===== src/rtl/core/lsbst_pkg.sv =====
// ----------------------------------------------------------------------------
// lsbst_pkg
// Shared types, field widths, codes and helpers for the LSB steganography
// embed/extract block.
// ----------------------------------------------------------------------------
package lsbst_pkg;

  // Field widths
  localparam int BYTE_W     = 8;
  localparam int BPC_W      = 2;
  localparam int CH_W       = 3;
  localparam int PIX_W      = 25;
  localparam int PAY_W      = 24;
  localparam int DONE_W     = PAY_W + 3;   // payload length in bits
  localparam int GFILL_W    = 3;
  localparam int ST_W       = 2;
  localparam int OP_W       = 2;
  localparam int CFG_IDX_W  = 3;
  localparam int CFG_DATA_W = PIX_W;

  // Sizing
  localparam int RESERVOIR_BITS_DEF = 16;
  localparam int MAX_DEPTH          = 3;
  localparam int BPC_MAX            = (1 << BPC_W) - 1;
  localparam int QUEUE_DEPTH        = 4;

  // Configuration register indexes
  localparam logic [CFG_IDX_W-1:0] CFG_MODE    = 3'd0;
  localparam logic [CFG_IDX_W-1:0] CFG_BPC     = 3'd1;
  localparam logic [CFG_IDX_W-1:0] CFG_CHAN    = 3'd2;
  localparam logic [CFG_IDX_W-1:0] CFG_PIXELS  = 3'd3;
  localparam logic [CFG_IDX_W-1:0] CFG_PAYLOAD = 3'd4;

  // Register reset values
  localparam logic [BPC_W-1:0] RST_BPC  = 2'd1;
  localparam logic [CH_W-1:0]  RST_CHAN = 3'd3;

  // Modes and item kinds
  localparam logic MODE_EMBED    = 1'b0;
  localparam logic MODE_EXTRACT  = 1'b1;
  localparam logic KIND_PAYLOAD  = 1'b0;
  localparam logic KIND_CHANNEL  = 1'b1;

  // Result status codes
  localparam logic [ST_W-1:0] ST_OK       = 2'd0;
  localparam logic [ST_W-1:0] ST_CAPACITY = 2'd1;
  localparam logic [ST_W-1:0] ST_UNDERRUN = 2'd2;
  localparam logic [ST_W-1:0] ST_OVERFLOW = 2'd3;

  // Operation classes decided by the front end
  localparam logic [OP_W-1:0] OP_PUSH    = 2'd0;
  localparam logic [OP_W-1:0] OP_EMBED   = 2'd1;
  localparam logic [OP_W-1:0] OP_EXTRACT = 2'd2;
  localparam logic [OP_W-1:0] OP_SKIP    = 2'd3;

  typedef struct packed {
    logic              kind;
    logic [BYTE_W-1:0] data_byte;
    logic              first_of_image;
  } in_item_t;

  typedef struct packed {
    logic [BYTE_W-1:0] out_byte;
    logic              is_payload;
    logic              last_payload;
    logic [ST_W-1:0]   status;
  } out_item_t;

  // Classified item held in the queue between front and back
  typedef struct packed {
    logic [OP_W-1:0]   op;
    logic [BYTE_W-1:0] data;
    logic              first;
    logic              over_cap;
    logic [BPC_W-1:0]  depth;
  } q_entry_t;

  // Effective depth: zero acts as one, clamp at MAX_DEPTH
  function automatic logic [BPC_W-1:0] depth_used(input logic [BPC_W-1:0] bpc);
    logic [BPC_W-1:0] d;
    d = (bpc == '0) ? BPC_W'(1) : bpc;
    if (int'(d) > MAX_DEPTH) d = BPC_W'(MAX_DEPTH);
    return d;
  endfunction

endpackage


===== src/rtl/core/lsbst_front.sv =====
// ----------------------------------------------------------------------------
// lsbst_front
// Classifies an incoming item by kind and mode, resolves the effective depth
// and evaluates the capacity check against the current configuration.
// ----------------------------------------------------------------------------
module lsbst_front (
  input  lsbst_pkg::in_item_t          in_item,
  input  logic                         mode,
  input  logic [lsbst_pkg::BPC_W-1:0]  bits_per_channel,
  input  logic [lsbst_pkg::CH_W-1:0]   channel_count,
  input  logic [lsbst_pkg::PIX_W-1:0]  pixel_count,
  input  logic [lsbst_pkg::PAY_W-1:0]  payload_bytes,
  output lsbst_pkg::q_entry_t          entry
);
  import lsbst_pkg::*;

  localparam int CHD_W  = 4;               // channels (<=4) times depth (<=3)
  localparam int PROD_W = PIX_W + CHD_W;

  logic [BPC_W-1:0]  depth;
  logic [CH_W-1:0]   ch_eff;
  logic [CHD_W-1:0]  ch_depth;
  logic [PROD_W-1:0] cap_bits;
  logic [PROD_W-1:0] need_bits;
  logic              over_cap;
  logic [OP_W-1:0]   op;

  assign depth = depth_used(bits_per_channel);

  // Capacity: payload*8 > pixels*channels*depth, zero below three channels
  always_comb begin
    ch_eff    = (channel_count > CH_W'(4)) ? CH_W'(4) : channel_count;
    ch_depth  = CHD_W'(ch_eff) * CHD_W'(depth);
    cap_bits  = PROD_W'(pixel_count) * PROD_W'(ch_depth);
    need_bits = PROD_W'({payload_bytes, 3'b000});
    if (ch_eff < CH_W'(3)) begin
      over_cap = (payload_bytes != '0);
    end else begin
      over_cap = (need_bits > cap_bits);
    end
  end

  // Operation class
  always_comb begin
    if (in_item.kind == KIND_PAYLOAD) begin
      op = (mode == MODE_EMBED) ? OP_PUSH : OP_SKIP;
    end else begin
      op = (mode == MODE_EMBED) ? OP_EMBED : OP_EXTRACT;
    end
  end

  assign entry.op       = op;
  assign entry.data     = in_item.data_byte;
  assign entry.first    = in_item.first_of_image;
  assign entry.over_cap = over_cap;
  assign entry.depth    = depth;

endmodule


===== src/rtl/core/lsbst_fifo.sv =====
// ----------------------------------------------------------------------------
// lsbst_fifo
// Short queue of classified items between the front end and the back end.
// ----------------------------------------------------------------------------
module lsbst_fifo (
  input  logic                 clk,
  input  logic                 rst_n,
  input  logic                 push,
  input  lsbst_pkg::q_entry_t  wr_entry,
  input  logic                 pop,
  output lsbst_pkg::q_entry_t  rd_entry,
  output logic                 rd_valid,
  output logic                 full
);
  import lsbst_pkg::*;

  localparam int PTR_W = $clog2(QUEUE_DEPTH);
  localparam int CNT_W = $clog2(QUEUE_DEPTH + 1);

  q_entry_t         mem_r [QUEUE_DEPTH];
  logic [PTR_W-1:0] wr_ptr_r, wr_ptr_nxt;
  logic [PTR_W-1:0] rd_ptr_r, rd_ptr_nxt;
  logic [CNT_W-1:0] cnt_r, cnt_nxt;

  assign rd_valid = (cnt_r != '0);
  assign full     = (cnt_r == CNT_W'(QUEUE_DEPTH));
  assign rd_entry = mem_r[rd_ptr_r];

  // Pointer and count update
  always_comb begin
    wr_ptr_nxt = wr_ptr_r;
    rd_ptr_nxt = rd_ptr_r;
    if (push) begin
      wr_ptr_nxt = (wr_ptr_r == PTR_W'(QUEUE_DEPTH - 1)) ? '0 : wr_ptr_r + PTR_W'(1);
    end
    if (pop) begin
      rd_ptr_nxt = (rd_ptr_r == PTR_W'(QUEUE_DEPTH - 1)) ? '0 : rd_ptr_r + PTR_W'(1);
    end
    case ({push, pop})
      2'b10:   cnt_nxt = cnt_r + CNT_W'(1);
      2'b01:   cnt_nxt = cnt_r - CNT_W'(1);
      default: cnt_nxt = cnt_r;
    endcase
  end

  always_ff @(posedge clk) begin
    if (!rst_n) begin
      wr_ptr_r <= '0;
      rd_ptr_r <= '0;
      cnt_r    <= '0;
    end else begin
      wr_ptr_r <= wr_ptr_nxt;
      rd_ptr_r <= rd_ptr_nxt;
      cnt_r    <= cnt_nxt;
    end
  end

  // Entry storage
  always_ff @(posedge clk) begin
    if (push) begin
      mem_r[wr_ptr_r] <= wr_entry;
    end
  end

endmodule


===== src/rtl/core/lsbst_back.sv =====
// ----------------------------------------------------------------------------
// lsbst_back
// Executes classified items one per cycle unless a result waits on a stalled
// output: bit reservoir, embedding, gathering of extracted bits, result stage.
// ----------------------------------------------------------------------------
module lsbst_back #(
  parameter int RESERVOIR_BITS = lsbst_pkg::RESERVOIR_BITS_DEF
) (
  input  logic                         clk,
  input  logic                         rst_n,
  input  logic                         q_valid,
  input  lsbst_pkg::q_entry_t          q_entry,
  input  logic [lsbst_pkg::PAY_W-1:0]  payload_bytes,
  output logic                         pop,
  output logic                         out_valid,
  output lsbst_pkg::out_item_t         out_data,
  input  logic                         out_stall
);
  import lsbst_pkg::*;

  localparam int FILL_W = $clog2(RESERVOIR_BITS + 1);
  localparam int IDX_W  = $clog2(RESERVOIR_BITS);

  // Stream state
  logic [RESERVOIR_BITS-1:0] res_r, res_nxt;
  logic [FILL_W-1:0]         fill_r, fill_nxt;
  logic [DONE_W-1:0]         done_r, done_nxt;
  logic [BYTE_W-1:0]         gbyte_r, gbyte_nxt;
  logic [GFILL_W-1:0]        gfill_r, gfill_nxt;

  // Result stage
  logic                      out_valid_r;
  out_item_t                 out_item_r;

  // State seen by this item, after an optional new-image clear
  logic [RESERVOIR_BITS-1:0] res_e;
  logic [FILL_W-1:0]         fill_e;
  logic [DONE_W-1:0]         done_e;
  logic [BYTE_W-1:0]         gbyte_e;
  logic [GFILL_W-1:0]        gfill_e;

  logic [DONE_W-1:0]         total;
  logic [DONE_W-1:0]         remaining;
  logic [BPC_W-1:0]          n;
  logic                      fill_lt_n;
  logic                      push_over;
  logic                      is_last;
  logic [BYTE_W-1:0]         emb_byte;
  logic [BYTE_W-1:0]         g_byte;
  logic [GFILL_W:0]          g_fill;
  logic                      g_emit;
  logic [BYTE_W-1:0]         g_done;
  logic                      has_res;
  out_item_t                 res_item;
  logic                      out_free;

  always_comb begin
    res_e   = q_entry.first ? '0 : res_r;
    fill_e  = q_entry.first ? '0 : fill_r;
    done_e  = q_entry.first ? '0 : done_r;
    gbyte_e = q_entry.first ? '0 : gbyte_r;
    gfill_e = q_entry.first ? '0 : gfill_r;
  end

  // Bits still to move and bits taken by this channel byte
  always_comb begin
    total     = {payload_bytes, 3'b000};
    remaining = (done_e < total) ? total - done_e : '0;
    n         = (remaining < DONE_W'(q_entry.depth)) ? remaining[BPC_W-1:0] : q_entry.depth;
    fill_lt_n = (fill_e < FILL_W'(n));
    push_over = ({1'b0, fill_e} + (FILL_W + 1)'(BYTE_W)) > (FILL_W + 1)'(RESERVOIR_BITS);
    is_last   = (DONE_W'(n) == remaining);
  end

  // Embed: oldest reservoir bit goes to bit 0, next to bit 1, and so on
  always_comb begin
    logic [IDX_W-1:0] bit_idx;
    emb_byte = q_entry.data;
    bit_idx  = '0;
    for (int b = 0; b < BPC_MAX; b++) begin
      if (b < int'(n)) begin
        bit_idx     = IDX_W'(fill_e - FILL_W'(b + 1));
        emb_byte[b] = res_e[bit_idx];
      end
    end
  end

  // Extract: shift low bits into the gather byte, flush at eight
  always_comb begin
    g_byte = gbyte_e;
    g_fill = {1'b0, gfill_e};
    g_emit = 1'b0;
    g_done = '0;
    for (int b = 0; b < BPC_MAX; b++) begin
      if (b < int'(n)) begin
        g_byte = {g_byte[BYTE_W-2:0], q_entry.data[b]};
        g_fill = g_fill + (GFILL_W + 1)'(1);
        if (g_fill == (GFILL_W + 1)'(BYTE_W)) begin
          g_emit = 1'b1;
          g_done = g_byte;
          g_byte = '0;
          g_fill = '0;
        end
      end
    end
  end

  // Per-operation result and next state
  always_comb begin
    has_res   = 1'b0;
    res_item  = '0;
    res_nxt   = res_e;
    fill_nxt  = fill_e;
    done_nxt  = done_e;
    gbyte_nxt = gbyte_e;
    gfill_nxt = gfill_e;
    case (q_entry.op)
      OP_PUSH: begin
        // only bytes still needed enter the reservoir
        if (remaining != '0 && DONE_W'(fill_e) < remaining) begin
          if (push_over) begin
            has_res         = 1'b1;
            res_item.status = ST_OVERFLOW;
          end else begin
            res_nxt  = RESERVOIR_BITS'({res_e, q_entry.data});
            fill_nxt = fill_e + FILL_W'(BYTE_W);
          end
        end
      end
      OP_EMBED: begin
        has_res           = 1'b1;
        res_item.out_byte = q_entry.data;
        if (remaining == '0) begin
          res_item.status = ST_OK;
        end else if (q_entry.over_cap) begin
          res_item.status = ST_CAPACITY;
        end else if (fill_lt_n) begin
          res_item.status = ST_UNDERRUN;
        end else begin
          // bits above the fill level are never read, so no masking
          res_item.out_byte     = emb_byte;
          res_item.last_payload = is_last;
          fill_nxt              = fill_e - FILL_W'(n);
          done_nxt              = done_e + DONE_W'(n);
        end
      end
      OP_EXTRACT: begin
        if (remaining != '0) begin
          if (q_entry.over_cap) begin
            has_res         = 1'b1;
            res_item.status = ST_CAPACITY;
          end else begin
            gbyte_nxt = g_byte;
            gfill_nxt = g_fill[GFILL_W-1:0];
            done_nxt  = done_e + DONE_W'(n);
            if (g_emit) begin
              has_res               = 1'b1;
              res_item.out_byte     = g_done;
              res_item.is_payload   = 1'b1;
              res_item.last_payload = is_last;
            end
          end
        end
      end
      OP_SKIP: begin
        // payload byte in extract mode: only the new-image clear applies
      end
      default: begin
      end
    endcase
  end

  // Item leaves the queue when its result, if any, has a place to go
  assign out_free = !out_valid_r || !out_stall;
  assign pop      = q_valid && (!has_res || out_free);

  always_ff @(posedge clk) begin
    if (!rst_n) begin
      res_r       <= '0;
      fill_r      <= '0;
      done_r      <= '0;
      gbyte_r     <= '0;
      gfill_r     <= '0;
      out_valid_r <= 1'b0;
    end else begin
      if (pop) begin
        res_r   <= res_nxt;
        fill_r  <= fill_nxt;
        done_r  <= done_nxt;
        gbyte_r <= gbyte_nxt;
        gfill_r <= gfill_nxt;
      end
      if (out_free) begin
        out_valid_r <= pop && has_res;
      end
    end
  end

  // Result payload
  always_ff @(posedge clk) begin
    if (pop && has_res) begin
      out_item_r <= res_item;
    end
  end

  assign out_valid = out_valid_r;
  assign out_data  = out_item_r;

endmodule


===== src/rtl/core/lsb_stego_embed_extract.sv =====
// ----------------------------------------------------------------------------
// lsb_stego_embed_extract
// Each accepted item is written into the queue; the back end registers its result.
// One item per cycle unless stalled: the back end retires one queued item a cycle.
// A four-entry queue decouples input stall from output stall.
// Reset (rst_n low, synchronous) clears queue, stream state and result valid,
// and loads the configuration reset values.
// ----------------------------------------------------------------------------
module lsb_stego_embed_extract #(
  parameter int RESERVOIR_BITS = lsbst_pkg::RESERVOIR_BITS_DEF
) (
  input  logic                              clk,
  input  logic                              rst_n,
  // input channel
  input  logic                              in_valid,
  output logic                              in_stall,
  input  lsbst_pkg::in_item_t               in_data,
  // result channel
  output logic                              out_valid,
  input  logic                              out_stall,
  output lsbst_pkg::out_item_t              out_data,
  // configuration write channel
  input  logic                              cfg_valid,
  output logic                              cfg_ready,
  input  logic [lsbst_pkg::CFG_IDX_W-1:0]   cfg_index,
  input  logic [lsbst_pkg::CFG_DATA_W-1:0]  cfg_wdata
);
  import lsbst_pkg::*;

  // Configuration registers
  logic              mode_r;
  logic [BPC_W-1:0]  bpc_r;
  logic [CH_W-1:0]   chan_r;
  logic [PIX_W-1:0]  pix_r;
  logic [PAY_W-1:0]  pay_r;

  q_entry_t          front_entry;
  q_entry_t          head_entry;
  logic              q_push;
  logic              q_pop;
  logic              q_valid;
  logic              q_full;

  assign cfg_ready = 1'b1;

  always_ff @(posedge clk) begin
    if (!rst_n) begin
      mode_r <= MODE_EMBED;
      bpc_r  <= RST_BPC;
      chan_r <= RST_CHAN;
      pix_r  <= '0;
      pay_r  <= '0;
    end else if (cfg_valid && cfg_ready) begin
      case (cfg_index)
        CFG_MODE:    mode_r <= cfg_wdata[0];
        CFG_BPC:     bpc_r  <= cfg_wdata[BPC_W-1:0];
        CFG_CHAN:    chan_r <= cfg_wdata[CH_W-1:0];
        CFG_PIXELS:  pix_r  <= cfg_wdata[PIX_W-1:0];
        CFG_PAYLOAD: pay_r  <= cfg_wdata[PAY_W-1:0];
        default: begin
        end
      endcase
    end
  end

  // Front end: classify the incoming item
  lsbst_front u_front (
    .in_item          (in_data),
    .mode             (mode_r),
    .bits_per_channel (bpc_r),
    .channel_count    (chan_r),
    .pixel_count      (pix_r),
    .payload_bytes    (pay_r),
    .entry            (front_entry)
  );

  // Queue between front and back
  assign in_stall = q_full;
  assign q_push   = in_valid && !in_stall;

  lsbst_fifo u_fifo (
    .clk      (clk),
    .rst_n    (rst_n),
    .push     (q_push),
    .wr_entry (front_entry),
    .pop      (q_pop),
    .rd_entry (head_entry),
    .rd_valid (q_valid),
    .full     (q_full)
  );

  // Back end: stream state and result register
  lsbst_back #(
    .RESERVOIR_BITS (RESERVOIR_BITS)
  ) u_back (
    .clk           (clk),
    .rst_n         (rst_n),
    .q_valid       (q_valid),
    .q_entry       (head_entry),
    .payload_bytes (pay_r),
    .pop           (q_pop),
    .out_valid     (out_valid),
    .out_data      (out_data),
    .out_stall     (out_stall)
  );

endmodule


===== config.mk =====
export PLATFORM = sky130hd
export DESIGN_NAME = lsb_stego_embed_extract
export DESIGN_NICKNAME = d
export VERILOG_FILES = /design/src/rtl/core/lsbst_pkg.sv /design/src/rtl/core/lsbst_front.sv /design/src/rtl/core/lsbst_fifo.sv /design/src/rtl/core/lsbst_back.sv /design/src/rtl/core/lsb_stego_embed_extract.sv
export SDC_FILE = /design/constraint.sdc
export NUM_CORES = 1
export LEC_CHECK = 0
export CORE_MARGIN = 2
export CORE_UTILIZATION = 24
export CTS_CLUSTER_SIZE = 30
export DETAILED_ROUTE_END_ITERATION = 16
export DONT_BUFFER_PORTS = 1
export GPL_TIMING_DRIVEN = 0
export SKIP_CTS_REPAIR_TIMING = 1
export SLEW_MARGIN = 25
export SYNTH_ARGS = -nofsm -noshare
export SYNTH_HDL_FRONTEND = slang
export SYNTH_SLANG_ARGS = --single-unit

===== constraint.sdc =====
create_clock -name clk -period 15.4 [get_ports clk]
set_input_delay 3.08 -clock clk [delete_from_list [all_inputs] [get_ports clk]]
set_output_delay 3.08 -clock clk [all_outputs]
set_load 0.02 [all_outputs]

==> metrics.yaml <==
cts_buffer_depth: 2
die_area_um2: 68900
track_usage_pct: 14.6
relSlewSlack_pct: 34.8
synth_nets: 2122
grt_pass1_vias: 14000
grt_overflow: 0
post-route-util_pct: 26.9
synth_edf_count: 68
cts_inserted_buffers: 17
layout-drive-gt1-share_pct: 5.80
timing.final.hold_violations: 0
synth_top_area_share_pct: 15.4
die_y_um: 263
stdcell_area_um2: 17800
outcome: "completed"
die_w_um: 263
placed_cell_area_um2: 17100
power.density_nw_per_um2: 150
finalCritPeriodShare_pct: 78.0
final.min_clock_period_ns: 12.01
rsz0062_at_grt: "false"
antenna_found_initial: 0
critPathMaxStageDelay_ns: 0.76
syn_inst: 1916
hpwl_um: 39700
r2r_end: "u_back.done_r[25]"
async_flop_share_pct: 0
synthToLayoutAreaGrowth_pct: 10.7
rows: 94
dr.pass1.iters: 5
routed_wl_um: 51400
dp_cells: 2780
p_leak_uw: 0.00700
synth_area_per_cell_um2: 8.37
required_ns: 15.72
cp-endpoint: "u_back.done_r[25]"
slowest_stage: "clkbuf_1"
min_from: "u_back.done_r[25]"
seq_area_frac_synth_pct: 28.1
n_antenna_cell: 0
wl_per_cell_um: 18.3
synth_flop_cell: "dfxtp_1"
yosysTopAreaCell: "dfxtp_1"
clock_latency_ns: 0.48
fmax_mhz: 83.3
path_buf_inv: 7
worstSetupPathType: "flip-flop to flip-flop"
ant_nets: 0
crit_family: "simple AND/OR/NAND/NOR gates"
fin_tns_setup_ns: 0
ys_warn_count: 0
path_max_fanout: 10
synth_cell_types: 94
fin_cells: 2812
setup_violations: 0
slew_viol_final: 0
final_common_cell: "nand2_1"
clockRootBuffer: "clkbuf_16"
grt_max_degree: 21
synthesis.area_um2: 16000
fin_skew_ns: 0.0237
nFillCells: 7070
path_clk_slew_ns: 0.07
hp-class: "flip-flop to flip-flop"
cp.depth: 39
initialDrtViolationCount: 1392
final_cell_mix: "nand2_1, a21oi_1, nor2_1"
via_count: 14600
r2r_setup_slack_ns: 3.39
endpoint_kind: "flip-flop"
core_area_um2: 66000
nets: 2141
arrival_ns: 12.33
htreeDepth: 4
route.detailed.vias_per_inst: 5.20
gp_congestion: 0.927
initial_core_util_pct: 24.3
maxCapViolations: 0
synth-seq-cells: 191
cp-start-kind: "flip-flop"
io_pins: 58
portBuffers: 0
synth_area_leaders: "dfxtp_1, edfxtp_1, ha_1"
drc: 0
cts_tree: "done"
vdd_drop_max_mv: 0.0889
r2r_cells: 39
tightestPinTransition_ns: 0.974
grt_pass1_wl_um: 80400
clock-sinks: 191
-- power breakdown --
| part | switching, uW | total [uW] | internal, uW |
|---|---|---|---|
| Sequential | 51.5 | 640 | 588 |
| Combinational | 1050 | 1540 | 480 |
| Clock | 234 | 485 | 251 |
-- cell usage after synthesis, types with 7 or more instances --
| master | number |
|---|---|
| nand2b_1 | 42 |
| o21bai_1 | 7 |
| o211ai_1 | 8 |
| a31oi_1 | 17 |
| mux4_2 | 22 |
| ha_1 | 113 |
| or2_2 | 7 |
| a21o_1 | 30 |
| a32oi_1 | 9 |
| nand3_1 | 31 |
| nand4_1 | 26 |
| nor2_1 | 133 |
| xor2_1 | 16 |
| nand2_1 | 310 |
| a21boi_0 | 8 |
| a22oi_1 | 14 |
| a211oi_1 | 12 |
| and2_1 | 31 |
| a21oi_1 | 168 |
| buf_2 | 10 |
| edfxtp_1 | 68 |
| o21ai_0 | 83 |
| or3_1 | 10 |
| a41oi_1 | 7 |
| and3_1 | 50 |
| xnor2_1 | 30 |
| inv_1 | 96 |
| o211a_1 | 8 |
| nor3_1 | 38 |
| fa_1 | 50 |
| buf_1 | 7 |
| mux2i_1 | 42 |
| a32o_1 | 14 |
| o21ai_1 | 9 |
| a22o_1 | 11 |
| nor2b_1 | 16 |
| o221ai_1 | 7 |
| nor4_1 | 13 |
| mux2_2 | 8 |
| dfxtp_1 | 123 |
| clkbuf_1 | 76 |
| and4_1 | 14 |
-- layer usage --
metal	part of all wire, %	track usage, %	up-vias
met5	0	0	-
met3	7.3	2.74	104
met4	3.3	5.16	0
met1	44	19.3	6994
li1	-	-	6964
met2	46	23.9	563
-- worst register-to-register path, delay by kind of cell, from the launching register on --
| family | cells | cell delay [ns] |
|---|---|---|
| and+or+nand+nor | 20 | 5.58 |
| buffers and inverters | 7 | 3.34 |
| AOI/OAI and AO/OA | 7 | 1.32 |
| muxes | 3 | 0.75 |
| adders and majority gates | 2 | 0.58 |
| DFF | 1 | 0.31 |
-- kinds of logic (layout without fill, tap and decap cells) --
| family | after synthesis | in the layout | share of synthesized area (%) |
|---|---|---|---|
| adder cells (fa/ha/maj) | 163 | 163 | 15.1 |
| other | 1 | 1 | 0.0234 |
| multiplexers | 72 | 72 | 6.27 |
| buffers and inverters | 200 | 232 | 5.11 |
| XOR/XNOR | 46 | 46 | 2.51 |
| flip-flops | 191 | 191 | 28.1 |
| AND/OR/NAND/NOR | 755 | 755 | 22.8 |
| AO/OA/AOI/OAI | 488 | 488 | 20.1 |
-- state kept, by name (all words and copies together) (netlist names), 2 cells and up, named ones only --
name and cells:
u_back.res_r 16, u_fifo.wr_ptr_r 2, u_back.done_r 27, bpc_r 2
u_back.gfill_r 3, pay_r 24, u_fifo.rd_ptr_r 2, u_fifo.cnt_r 3
u_back.out_data 12, u_fifo.mem_r 56, pix_r 25, chan_r 3
u_back.fill_r 5, u_back.gbyte_r 7
-- how the worst min path moves through the flow --
| stage | slack [ns] | depth (start not counted) | to |
|---|---|---|---|
| floorplan | 0.43 | 2 | u_back.done_r[15] |
| global placement | 0.44 | 2 | u_back.done_r[15] |
| detailed placement | 0.46 | 2 | u_back.done_r[15] |
| CTS | 0.48 | 2 | u_back.done_r[15] |
| global route | 0.50 | 2 | u_back.done_r[15] |
| finish | 0.48 | 2 | u_back.done_r[25] |
-- stage by stage --
stage | hold WS, ns | total power [uW] | setup WS [ns]
final | 0.478 | 2660 | 3.39
after global routing | 0.501 | 2790 | 2.83
after CTS | 0.477 | 2620 | 3.69
after detailed placement | 0.456 | 2130 | 3.72
after global placement | 0.442 | 2130 | 3.64
after floorplan | 0.431 | 1660 | 6.85
-- area by class of cell --
class / instances / area, um2 / share of cell area [%]
buffer: 102 / 452 / 2.54
clock buffer: 18 / 429 / 2.42
clock inverter: 14 / 209 / 1.18
inverter: 98 / 368 / 2.07
multi-input combinational: 1525 / 10700 / 60.4
sequential: 191 / 4500 / 25.4
tap: 864 / 1080 / 6.09
Power figures use the tool's default switching activity.
